--- config.mk ---
export PLATFORM = sky130hd
export DESIGN_NAME = inverted_page_table_translator
export DESIGN_NICKNAME = d
export VERILOG_FILES = /design/src/sv/ipt_pkg.sv /design/src/sv/ipt_pct_div.sv /design/src/sv/inverted_page_table_translator.sv
export VERILOG_INCLUDE_DIRS = /design/src /design/src/sv
export SDC_FILE = /design/constraint.sdc
export NUM_CORES = 2
export LEC_CHECK = 0
export ABC_AREA = 1
export BUFFER_PORTS_ARGS = -buffer_cell sky130_fd_sc_hd__buf_2
export CAP_MARGIN = 20
export CORE_ASPECT_RATIO = 1.2
export CORE_MARGIN = 2
export CORE_UTILIZATION = 55
export CTS_CLUSTER_SIZE = 40
export DETAILED_ROUTE_END_ITERATION = 12
export PLACE_DENSITY = 0.76
export SLEW_MARGIN = 20
export SYNTH_ARGS = -nofsm -noshare
export SYNTH_HDL_FRONTEND = slang
export SYNTH_SLANG_ARGS = --single-unit
--- constraint.sdc ---
create_clock -name clk -period 31.5 [get_ports clk]
set_clock_uncertainty 0.15 [all_clocks]
set_input_delay 4.725 -clock clk [delete_from_list [all_inputs] [get_ports clk]]
set_output_delay 4.725 -clock clk [all_outputs]
set_load 0.02 [all_outputs]
--- src/sv/inverted_page_table_translator_defines.svh ---
// ----------------------------------------------------------------------------
// inverted page table translator assertion macros
// shared concurrent assertion forms, all reset-gated
// ----------------------------------------------------------------------------
`ifndef INVERTED_PAGE_TABLE_TRANSLATOR_DEFINES_SVH
`define INVERTED_PAGE_TABLE_TRANSLATOR_DEFINES_SVH

// same-cycle implication
`define IPT_ASSERT_NOW(label, clk, rst, ante, cons, msg) \
  label: assert property (@(posedge clk) disable iff (rst) (ante) |-> (cons)) \
    else $error(msg);

// next-cycle implication
`define IPT_ASSERT_NEXT(label, clk, rst, ante, cons, msg) \
  label: assert property (@(posedge clk) disable iff (rst) (ante) |=> (cons)) \
    else $error(msg);

`endif

--- src/sv/ipt_pkg.sv ---
// ----------------------------------------------------------------------------
// ipt_pkg
// shared constants, codes and types of the inverted page table translator
// ----------------------------------------------------------------------------
package ipt_pkg;

  // fixed field widths
  localparam int SLOT_BITS     = 8;
  localparam int PAGE_BITS     = 10;
  localparam int OFFSET_BITS   = 12;
  localparam int VADDR_BITS    = PAGE_BITS + OFFSET_BITS;
  localparam int PADDR_BITS    = SLOT_BITS + OFFSET_BITS;
  localparam int PCT_BITS      = 7;
  localparam int ENTRY_BITS    = PAGE_BITS + 1;
  localparam int IN_DATA_BITS  = 40;
  localparam int OUT_DATA_BITS = 64;

  // parameter defaults
  localparam int DEF_FRAME_COUNT = 256;
  localparam int DEF_COUNT_BITS  = 32;

  // percent arithmetic
  localparam logic [PCT_BITS-1:0] PCT_MAX = PCT_BITS'(100);
  localparam int PCT_STEPS = PCT_BITS;

  // operation codes
  localparam logic OP_LOAD  = 1'b0;
  localparam logic OP_XLATE = 1'b1;

  // divider status back to the sequencer
  typedef struct packed {
    logic                done;
    logic [PCT_BITS-1:0] pct;
  } pct_res_t;

endpackage

--- src/sv/ipt_pct_div.sv ---
// ----------------------------------------------------------------------------
// ipt_pct_div
// restoring divider for floor(fault * 100 / total), one quotient bit a cycle
// ----------------------------------------------------------------------------
module ipt_pct_div #(
  parameter int COUNT_BITS = ipt_pkg::DEF_COUNT_BITS
) (
  input  logic                  clk,
  input  logic                  rst,
  input  logic                  start,
  input  logic [COUNT_BITS-1:0] fault_count,
  input  logic [COUNT_BITS-1:0] total_count,
  output ipt_pkg::pct_res_t     res
);

  localparam int NW = COUNT_BITS + ipt_pkg::PCT_BITS;
  localparam int CW = $clog2(ipt_pkg::PCT_STEPS);

  logic [NW-1:0]                rem;
  logic [NW-1:0]                dsh;
  logic [ipt_pkg::PCT_BITS-1:0] quo;
  logic [CW-1:0]                cnt;
  logic                         busy;
  logic                         done;
  logic                         fits;
  logic [NW-1:0]                fault_ext;

  assign fault_ext = NW'(fault_count);
  assign fits      = (rem >= dsh);

  always_ff @(posedge clk) begin
    if (rst) begin
      busy <= 1'b0;
      done <= 1'b0;
    end else begin
      done <= 1'b0;
      if (start) begin
        busy <= 1'b1;
      end else if (busy && cnt == '0) begin
        busy <= 1'b0;
        done <= 1'b1;
      end
    end
  end

  // datapath, no reset needed
  always_ff @(posedge clk) begin
    if (start) begin
      // fault * 100 as 64 + 32 + 4
      rem <= (fault_ext << 6) + (fault_ext << 5) + (fault_ext << 2);
      dsh <= NW'(total_count) << (ipt_pkg::PCT_STEPS - 1);
      quo <= '0;
      cnt <= CW'(ipt_pkg::PCT_STEPS - 1);
    end else if (busy) begin
      if (fits) begin
        rem <= rem - dsh;
      end
      quo <= {quo[ipt_pkg::PCT_BITS-2:0], fits};
      dsh <= dsh >> 1;
      cnt <= cnt - CW'(1);
    end
  end

  assign res = {done, quo};

endmodule

--- src/sv/inverted_page_table_translator.sv ---
// ----------------------------------------------------------------------------
// inverted_page_table_translator
// inverted page table mmu: frame table loads, page lookups, fault statistics
// ----------------------------------------------------------------------------
//
//  channel   dir  handshake                     word contents
//  s_axis    in   s_axis_tvalid/s_axis_tready   tuser operation, tdata slot/page/vaddr
//  m_axis    out  m_axis_tvalid/m_axis_tready   tuser hit, tdata frame..hit percent
//
// - after reset a clearing pass walks the frame table with s_axis_tready low
// - a load: accept, then the result word goes to the output register
// - a translate is a linear scan of the frame table through its single read
//   port (one entry a cycle, stops at the first match), then the percent divider
// - one word is in flight at a time; a new word is accepted while the
//   previous result still sits in the output register
// - a stalled m_axis only holds the block when the next result is ready
//
`include "inverted_page_table_translator_defines.svh"

module inverted_page_table_translator #(
  parameter int FRAME_COUNT = ipt_pkg::DEF_FRAME_COUNT,
  parameter int COUNT_BITS  = ipt_pkg::DEF_COUNT_BITS
) (
  input  logic                              clk,
  input  logic                              rst,
  input  logic                              s_axis_tvalid,
  output logic                              s_axis_tready,
  // [7:0] frame_slot, [17:8] page_value, [39:18] virtual_address
  input  logic [ipt_pkg::IN_DATA_BITS-1:0]  s_axis_tdata,
  // [0] operation
  input  logic                              s_axis_tuser,
  output logic                              m_axis_tvalid,
  input  logic                              m_axis_tready,
  // [7:0] frame_number, [17:8] virtual_page, [29:18] page_offset,
  // [49:30] physical_address, [56:50] miss_percent, [63:57] hit_percent
  output logic [ipt_pkg::OUT_DATA_BITS-1:0] m_axis_tdata,
  // [0] hit
  output logic                              m_axis_tuser
);

  localparam int FW        = $clog2(FRAME_COUNT);
  localparam int MEM_DEPTH = 1 << FW;
  localparam logic [FW-1:0] LAST_FRAME = FW'(FRAME_COUNT - 1);

  // sequencer states
  localparam logic [2:0] ST_CLEAR  = 3'd0;
  localparam logic [2:0] ST_IDLE   = 3'd1;
  localparam logic [2:0] ST_SEARCH = 3'd2;
  localparam logic [2:0] ST_COUNT  = 3'd3;
  localparam logic [2:0] ST_START  = 3'd4;
  localparam logic [2:0] ST_WAIT   = 3'd5;
  localparam logic [2:0] ST_OUT    = 3'd6;

  // input word fields
  logic                             in_op;
  logic [ipt_pkg::SLOT_BITS-1:0]    in_slot;
  logic [ipt_pkg::PAGE_BITS-1:0]    in_page;
  logic [ipt_pkg::VADDR_BITS-1:0]   in_vaddr;

  assign in_op    = s_axis_tuser;
  assign in_slot  = s_axis_tdata[7:0];
  assign in_page  = s_axis_tdata[17:8];
  assign in_vaddr = s_axis_tdata[39:18];

  logic [2:0]  state;
  logic        accept;
  logic        out_free;

  // frame table: {valid, page} per frame
  logic [ipt_pkg::ENTRY_BITS-1:0] mem [MEM_DEPTH];
  logic [ipt_pkg::ENTRY_BITS-1:0] rd_data;
  logic [ipt_pkg::ENTRY_BITS-1:0] wr_data;
  logic [FW-1:0]                  wr_addr;
  logic                           wr_en;

  logic [FW-1:0] clr_idx;
  logic [FW-1:0] iss_idx;   // address read this cycle
  logic [FW-1:0] chk_idx;   // address whose data is in rd_data
  logic          pend;
  logic          match;

  // item under work
  logic                             hit_r;
  logic [ipt_pkg::SLOT_BITS-1:0]    frame_r;
  logic [ipt_pkg::PAGE_BITS-1:0]    vpage_r;
  logic [ipt_pkg::OFFSET_BITS-1:0]  off_r;

  // statistics
  logic [COUNT_BITS-1:0]            trans_cnt;
  logic [COUNT_BITS-1:0]            fault_cnt;
  logic [ipt_pkg::PCT_BITS-1:0]     miss_pct;
  logic [ipt_pkg::PCT_BITS-1:0]     hit_pct;
  logic [ipt_pkg::PCT_BITS-1:0]     miss_clamped;

  ipt_pkg::pct_res_t div_res;
  logic              div_start;

  logic slot_ok;

  assign s_axis_tready = (state == ST_IDLE);
  assign accept        = s_axis_tvalid && s_axis_tready;
  assign out_free      = !m_axis_tvalid || m_axis_tready;
  assign slot_ok       = (32'(in_slot) < FRAME_COUNT);
  assign match         = pend && rd_data[ipt_pkg::PAGE_BITS]
                         && (rd_data[ipt_pkg::PAGE_BITS-1:0] == vpage_r);
  assign div_start     = (state == ST_START);
  assign miss_clamped  = (div_res.pct > ipt_pkg::PCT_MAX) ? ipt_pkg::PCT_MAX : div_res.pct;

  // single write port: clearing pass or load
  always_comb begin
    wr_en   = 1'b0;
    wr_addr = clr_idx;
    wr_data = '0;
    if (state == ST_CLEAR) begin
      wr_en = 1'b1;
    end else if (accept && in_op == ipt_pkg::OP_LOAD && slot_ok) begin
      wr_en   = 1'b1;
      wr_addr = FW'(in_slot);
      wr_data = {1'b1, in_page};
    end
  end

  always_ff @(posedge clk) begin
    if (wr_en) begin
      mem[wr_addr] <= wr_data;
    end
    rd_data <= mem[iss_idx];
  end

  // sequencer
  always_ff @(posedge clk) begin
    if (rst) begin
      state     <= ST_CLEAR;
      clr_idx   <= '0;
      trans_cnt <= '0;
      fault_cnt <= '0;
      miss_pct  <= '0;
      hit_pct   <= '0;
      pend      <= 1'b0;
      iss_idx   <= '0;
    end else begin
      case (state)
        ST_CLEAR: begin
          clr_idx <= clr_idx + FW'(1);
          if (clr_idx == LAST_FRAME) begin
            state <= ST_IDLE;
          end
        end
        ST_IDLE: begin
          iss_idx <= '0;
          pend    <= 1'b0;
          if (accept) begin
            state <= (in_op == ipt_pkg::OP_XLATE) ? ST_SEARCH : ST_OUT;
          end
        end
        ST_SEARCH: begin
          pend    <= 1'b1;
          iss_idx <= iss_idx + FW'(1);
          if (match || (pend && chk_idx == LAST_FRAME)) begin
            state <= ST_COUNT;
          end
        end
        ST_COUNT: begin
          // saturating counts
          if (trans_cnt != '1) begin
            trans_cnt <= trans_cnt + COUNT_BITS'(1);
          end
          if (!hit_r && fault_cnt != '1) begin
            fault_cnt <= fault_cnt + COUNT_BITS'(1);
          end
          state <= ST_START;
        end
        ST_START: begin
          state <= ST_WAIT;
        end
        ST_WAIT: begin
          if (div_res.done) begin
            miss_pct <= miss_clamped;
            hit_pct  <= ipt_pkg::PCT_MAX - miss_clamped;
            state    <= ST_OUT;
          end
        end
        ST_OUT: begin
          if (out_free) begin
            state <= ST_IDLE;
          end
        end
        default: begin
          state <= ST_IDLE;
        end
      endcase
    end
  end

  // item registers, no reset needed
  always_ff @(posedge clk) begin
    chk_idx <= iss_idx;
    if (accept) begin
      hit_r   <= 1'b0;
      frame_r <= '0;
      if (in_op == ipt_pkg::OP_XLATE) begin
        vpage_r <= in_vaddr[ipt_pkg::VADDR_BITS-1:ipt_pkg::OFFSET_BITS];
        off_r   <= in_vaddr[ipt_pkg::OFFSET_BITS-1:0];
      end else begin
        vpage_r <= '0;
        off_r   <= '0;
      end
    end else if (state == ST_SEARCH && match) begin
      hit_r   <= 1'b1;
      frame_r <= ipt_pkg::SLOT_BITS'(chk_idx);
    end
  end

  ipt_pct_div #(
    .COUNT_BITS (COUNT_BITS)
  ) u_div (
    .clk         (clk),
    .rst         (rst),
    .start       (div_start),
    .fault_count (fault_cnt),
    .total_count (trans_cnt),
    .res         (div_res)
  );

  // output register
  always_ff @(posedge clk) begin
    if (rst) begin
      m_axis_tvalid <= 1'b0;
    end else if (state == ST_OUT && out_free) begin
      m_axis_tvalid <= 1'b1;
    end else if (m_axis_tready) begin
      m_axis_tvalid <= 1'b0;
    end
  end

  logic [ipt_pkg::PADDR_BITS-1:0] paddr;
  assign paddr = hit_r ? {frame_r, off_r} : '0;

  always_ff @(posedge clk) begin
    if (state == ST_OUT && out_free) begin
      m_axis_tuser <= hit_r;
      m_axis_tdata <= {hit_pct, miss_pct, paddr, off_r, vpage_r, frame_r};
    end
  end

  // checks
  `IPT_ASSERT_NOW(a_fault_le_trans, clk, rst, 1'b1, fault_cnt <= trans_cnt,
    "fault count exceeds translation count")
  `IPT_ASSERT_NOW(a_pct_sum, clk, rst, state == ST_IDLE && trans_cnt != '0,
    miss_pct + hit_pct == ipt_pkg::PCT_MAX, "percentages do not add up to 100")
  `IPT_ASSERT_NEXT(a_xlate_search, clk, rst, accept && in_op == ipt_pkg::OP_XLATE,
    state == ST_SEARCH, "translate word did not start a search")
  `IPT_ASSERT_NEXT(a_scan_ends, clk, rst,
    state == ST_SEARCH && pend && chk_idx == LAST_FRAME, state == ST_COUNT,
    "search ran past the last frame")
  `IPT_ASSERT_NEXT(a_load_out, clk, rst, accept && in_op == ipt_pkg::OP_LOAD,
    state == ST_OUT, "load word did not go straight to output")

endmodule
Word-level counts from Yosys, hierarchy flattened --
Memory sizes are Yosys's and may differ from the RTL's. A register that Yosys moved wholly into a read port is not among the register bits. Index checks and enable logic that the tools add are counted.
Cells by class: reductions and logical operators 26, muxes and demuxes 28, $lt $le $gt $ge 2, bitwise operators 1, equal/unequal tests 16, add/sub/neg operators 9, shift-type cells 0, multiply operators 0, div/mod/pow operators 0
Operator list (count):
- $mux W39 | 3
- $mux W38 | 2
- $add A32 B1 Y32 const B | 2
- $ne A32 B32 Y1 const B | 2
- $add A38 B37 Y39 | 1
- $add A39 B34 Y39 | 1
- $ge A39 B38 Y1 | 1
- $sub A39 B38 Y39 | 1
- $mux W11 | 2
- $pmux W3 S7 | 1
- $mux W3 | 6
- $add A8 B1 Y8 const B | 2
- $eq A8 B8 Y1 const B | 2
- $mux W8 | 2
- $pmux W8 S2 | 1
- $eq A10 B10 Y1 | 1
- $reduce_bool A2 Y1 | 5
- $eq A3 B3 Y1 const B | 3
- $logic_and A1 B1 Y1 | 9
- $mux W1 | 9
- $reduce_and A2 Y1 | 4
- $gt A7 B7 Y1 const B | 1
- $mux W7 | 1
- $sub A7 B7 Y7 const A | 1
- other kinds (12) | 19
Word-level totals: flip-flop bits (word level) 292, input port bits 45, bits in latches 0, memories kept 1, output and inout bits 67, bits in read-only memories 0, bits in writable memories 2816, word-level logic and storage cells 107
Memory list:
- mem | depth 256, width 11, read ports 1, clocked after Yosys merged registers in 1, wr ports 1, line inverted_page_table_translator.sv:70 | logic [ipt_pkg::ENTRY_BITS-1:0] mem [MEM_DEPTH];

Longest topological paths before layout --
depth in word-level cells 7, mapped depth 18, mapped depth without buffers 18

Modules after synthesis --
A second synthesis with hierarchy kept.
Second synthesis, totals: cells, all modules 11973, area, all modules 131652.5 um^2
By module, submodules not included:
- inverted_page_table_translator | seq. area each 89666.0 um^2, area an instance 122304.8 um^2, instances 1, cells an instance 10548
- ipt_pct_div | seq. area each 2492.4 um^2, area an instance 9347.7 um^2, instances 1, cells an instance 1425

Worst setup path after synthesis --
No wires, ideal clock.
path type in2reg, start input port s_axis_tuser, end memory mem[0][0] (netlist bit) (data pin), required time 29.957 ns, buffers on the path 2, cell stages on the path 7, arrival 13.644 ns, setup slack 16.313 ns, setup time 1.393 ns, path through inv_1 > nand2_2 > nor2_4 > inv_2 > buf_6 > clkbuf_1 > nor2_1
Between the ends: cells in the longest elaborated chain, start to end 4
RTL lines:
- from (decl) | line inverted_page_table_translator.sv:31 | input logic s_axis_tuser,
- $not A1 Y1 | line inverted_page_table_translator.sv:116 | end else if (accept && in_op == ipt_pkg::OP_LOAD && slot_ok) begin
- $logic_and A1 B1 Y1 | line inverted_page_table_translator.sv:116
- $mux W11 | line inverted_page_table_translator.sv:116
- $mux W11 | line inverted_page_table_translator.sv:114 | if (state == ST_CLEAR) begin
- via wr_data, one bit | line inverted_page_table_translator.sv:72 | logic [ipt_pkg::ENTRY_BITS-1:0] wr_data;
- to (decl) | line inverted_page_table_translator.sv:70
The timed path passes the listed nets, and every way through them passes these cells.

Final worst setup path --
start input port s_axis_tuser, end memory mem[247][3] (netlist bit) (data pin)
The elaborated chain is that of the path after synthesis.

==> impl.org <==
** Layout
- The area growth from synthesis to layout is 9.71%.
- Commonest non-fill, non-tap cells in the layout :: 3395 x sky130_fd_sc_hd__nand2_1, 2973 x sky130_fd_sc_hd__edfxtp_1, 2899 x sky130_fd_sc_hd__nand3_1
- Final non-filler cell area :: around 0.14 mm2
- Leading cell type in the layout, fill and taps excluded :: sky130_fd_sc_hd__nand2_1
- The net count of the finished layout is 11689.
- In the final layout, the share of cells above drive strength 1 is around 6.4%.

** Critical path
- CP endpoint kind :: flip-flop
- Cell type with the highest occurrence count on the critical path :: sky130_fd_sc_hd__buf_4
- Origin of the worst setup path :: s_axis_tuser
- Gate family responsible for the most delay along the worst path :: buffers and inverters
- Terminus of the critical flop-to-flop path :: mem[247][3]
- Standard cell with the maximum stage delay on the critical path :: sky130_fd_sc_hd__nor2_4
- WP data required :: 31890 ps
- The worst register-to-register path has a setup slack of 25390 ps.
- For this run, the slowest stage of the critical path takes 920 ps.
- Register-to-Register Path Depth :: 12
- The startpoint identified for the worst register-to-register timing path is state[0].
- Buffers and inverters on the worst path :: 7
- The worst setup path is launched from an input pin.
- STA puts the critical path data arrival time at 9820 ps.
- Critical Path, Cell by Cell :: buf_2 > inv_1 > nand2_2 > nor2_4 > buf_4 > inv_2 > nor2_4 > buf_4 > buf_4 > buf_4
- In this run the worst path has a maximum fanout of 60.
- Kind of critical path :: input pin to flip-flop

** Yosys
- Most area-consuming cells after synthesis :: sky130_fd_sc_hd__edfxtp_1 68%, sky130_fd_sc_hd__nand3_1 11%, sky130_fd_sc_hd__nand2_1 9.7%
- Sequential share of the synthesized area :: 70.3%
- In this run, distinct cell masters in the synthesized netlist total 50.
- Yosys mapped a number of flops with a built-in enable equal to 2973.
- Primary FF master, synth :: sky130_fd_sc_hd__edfxtp_1
- Library cell with the largest summed area after synthesis :: sky130_fd_sc_hd__edfxtp_1
- Syn nets :: 11879
- Area share of the largest cell type after synthesis :: about two thirds
- The cell count after synthesis came out at 11696.
- Share of flip-flops with an asynchronous set or reset :: 0%
- After synthesis the netlist holds a flip-flop and latch count of 3117.
- In this run the cell area of the synthesized design comes to 0.131 mm2.
- Number of synthesis warnings :: 0
- Synthesized area divided by synthesized cell count :: 11.2 um2

** Power
- Cell area power density :: approximately 70 mW/mm2
- Internal power component :: 7220 uW
- In this run switching power makes up 28.2% of total power.
- Summed over all cells, the static leakage comes to 0.0521 uW.
- Across the VDD grid, the largest voltage drop is 0.0000569 V.
- Of the total power, registers draw a little under half.
- Total Power Consumption :: 10100 uW
- Part of the total power dissipated in combinational logic :: 16.6%
- Summed over all nets, the switching power comes to 2840 uW.
- Clock power share :: approximately 36%

** Timing
- The hold violation count in the final report was 0.
- Worst Tran Pin Value :: 1150 ps
- The worst path in the final design needs a cycle of ~9400 ps, including I/O delays and setup.
- Setup repair after global routing missed its margin :: no
- For this run, the top clock speed supported by timing is 106 MHz.
- The worst pin sits at a relative slew slack of 23.3%.
- The number of max-slew violations in the final report came to 0.
- Adding up every negative setup slack in the final design gives 0 ps.
- The final critical path takes up 30.0% of the cycle.
- Final setup violation count :: 0

** Route
- Routed signal wires occupy layers up through met5.
- The first TritonRoute pass finished after 10 iterations.
- Initial DRC count :: around 14000
- Detailed routing inserted a total of 90646 vias.
- For this run, design rule violations remaining after detail routing come to 0.
- Met3 wire length :: around 37 mm
- Metal2 WL :: 167 mm
- Dividing the detail-routed wire length by the instance count gives approximately 24 um.
- After detailed routing, the wire length on met1 is 130 mm.
- The routed design has 354 mm of wire.
- Routed via count divided by cell count :: 6.08
- ANT nets after route :: 0

** Floorplan
- The floorplan step defined a core boundary enclosing 0.237 mm2.
- For this configuration, the core starts out at a cell density of 55.3%.
- In this run the vertical extent of the chip is 539 um.
- approximately 110 I/O pins were placed.
- The die is 450 um wide.
- The die covers 0.242 mm2.
- Cell Rows :: 196

** Hold path
- The worst hold path belongs to the class flip-flop to flip-flop.
- The startpoint identified for the worst hold timing path is hit_pct[3].
- Along the worst hold path, the cell count comes to 0.
- The path with the worst hold slack has its endpoint at m_axis_tdata[60].

** Clocking
- Count of cells resized by post-cts repair :: 0
- Max Buffers Root-to-Sink :: 4
- Clock-pin slew was measured on the worst setup and hold paths at 60 ps.
- Maximum level of the CTS H-tree :: 5
- Number of buffers inserted to repair setup after CTS :: 0
- Clock buffer count from CTS :: 294
- TritonCTS clock tree :: yes
- The number of hold buffers added after CTS was 0.
- Root buffer cell :: sky130_fd_sc_hd__clkbuf_16
- Clock latency on the worst-skew pair :: 860 ps
- Sinks on Clock Net :: 3117

** Place
- Post-detail-place hpwl :: 208 mm
- Port buffering added 111 buffers.
- Area after DPL :: 0.134 mm2
- Routability-driven placement finished with a final weighted congestion of 0.951.

** Global route
- The first global-routing pass estimated 527 mm of wire.
- The initial antenna violation count was 9.
- For this run, the total global-route usage over all layers was measured as 28.5%.
- The via count of the first global-routing pass came to 87055.
- Gr ovfl total :: 0
- Maximum number of pins on one net before global-route repair :: 257

** Outcome
- Run status :: completed

** Run
- Max_cap viols :: 0
-- power groups by stage --
stage,logic (uW),clock network [uW],registers (uW)
2_1_floorplan,1110,0,4830
3_3_place_gp,1590,0,4850
3_5_place_dp,1630,0,4850
4_1_cts,1640,3640,4760
5_1_grt,1830,3800,4770
6_report,1670,3620,4770
-- area by class of cell --
type / count / area [um2]
Clock buffer: 365 / 7980
Sequential cell: 3117 / 92200
Clock inverter: 160 / 1800
Antenna cell: 8 / 20.0
Tap cell: 3168 / 3960
Fill cell: 17995 / 93400
Timing Repair Buffer: 222 / 1620
Inverter: 322 / 1240
Multi-Input combinational cell: 7549 / 35000
-- worst reg2reg max path, delay by kind of cell, from the launching register on --
kind | cells | cell delay (ps)
buffers and inverters | 7 | 3770
flip-flops | 1 | 440
AND/OR/NAND/NOR | 5 | 1400
-- kinds of logic (layout without fill, tap and decap cells) --
| logic type | count (synthesis) | in the layout | share of synthesized area [%] |
|---|---|---|---|
| AND/OR/NAND/NOR | 6922 | 6922 | 23.0 |
| buffers and inverters | 1030 | 1069 | 3.06 |
| XOR/XNOR | 24 | 24 | 0.160 |
| flip-flops | 3117 | 3117 | 70.3 |
| other | 0 | 8 | 0 |
| AO/OA/AOI/OAI | 465 | 465 | 1.92 |
| adder cells (fa/ha/maj) | 138 | 138 | 1.49 |
-- layer usage --
layer	global-route usage [%]	vias to the layer above
li1	-	40809
met1	36.8	43335
met5	0	-
met4	15.1	8
met3	5.78	998
met2	45.8	5496
-- per-stage QoR --
stage                     instances  hold WS, ps  util [%]  setup slack, ps
after floorplan               11696          179         -            16310
final                         14911          286      60.6            22060
after global routing          14904          291      60.6            21890
after detailed placement      14373          267      56.4            21310
after CTS                     14898          283      60.6            22170
after global placement        14372          263      56.4            21280
-- Yosys cell counts, types with 3 or more instances --
master                     count
sky130_fd_sc_hd__nand2_2      23
sky130_fd_sc_hd__o21a_1       20
sky130_fd_sc_hd__nor2_2        5
sky130_fd_sc_hd__buf_2        34
sky130_fd_sc_hd__and3_1        5
sky130_fd_sc_hd__nor3b_1       7
sky130_fd_sc_hd__or2_2         7
sky130_fd_sc_hd__xnor2_1      10
sky130_fd_sc_hd__a21o_1        4
sky130_fd_sc_hd__nand2_4      12
sky130_fd_sc_hd__nor2_1      443
sky130_fd_sc_hd__clkbuf_1    552
sky130_fd_sc_hd__a31oi_1       4
sky130_fd_sc_hd__nor2_4        9
sky130_fd_sc_hd__nand3_1    2899
sky130_fd_sc_hd__buf_6        13
sky130_fd_sc_hd__o31ai_1       5
sky130_fd_sc_hd__buf_1       108
sky130_fd_sc_hd__and2_1        4
sky130_fd_sc_hd__o21bai_1      7
sky130_fd_sc_hd__ha_1        108
sky130_fd_sc_hd__nand2_1    3395
sky130_fd_sc_hd__edfxtp_1   2973
sky130_fd_sc_hd__dfxtp_1     144
sky130_fd_sc_hd__xor2_1       14
sky130_fd_sc_hd__clkinv_1      3
sky130_fd_sc_hd__inv_2        10
sky130_fd_sc_hd__o21ai_0     194
sky130_fd_sc_hd__o211ai_1      4
sky130_fd_sc_hd__a21oi_1     206
sky130_fd_sc_hd__fa_1         30
sky130_fd_sc_hd__nor3_1       47
sky130_fd_sc_hd__a211oi_1      3
sky130_fd_sc_hd__nand3b_1     18
sky130_fd_sc_hd__inv_1       308
sky130_fd_sc_hd__nand4_1      38
sky130_fd_sc_hd__nor4_1        7
sky130_fd_sc_hd__o21ai_4       3
sky130_fd_sc_hd__o21ai_2       4
-- state kept, by name, summed over array words and instances, names as in the netlist, 10 cells and up --
signal        cells
off_r            12
rd_data          11
u_div.dsh        38
m_axis_tdata     63
u_div.rem        39
trans_cnt        32
vpage_r          10
mem            2816
fault_cnt        32
-- how the worst max path moves through the flow --
stage	end	slack, ps	cells after the start
6_report	mem[247][3]	22060	10
3_5_place_dp	mem[244][3]	21310	10
2_1_floorplan	mem[0][0]	16310	7
4_1_cts	mem[152][3]	22170	10
3_3_place_gp	mem[184][1]	21280	10
5_1_grt	mem[152][3]	21890	10
Power figures use the tool's default switching activity.
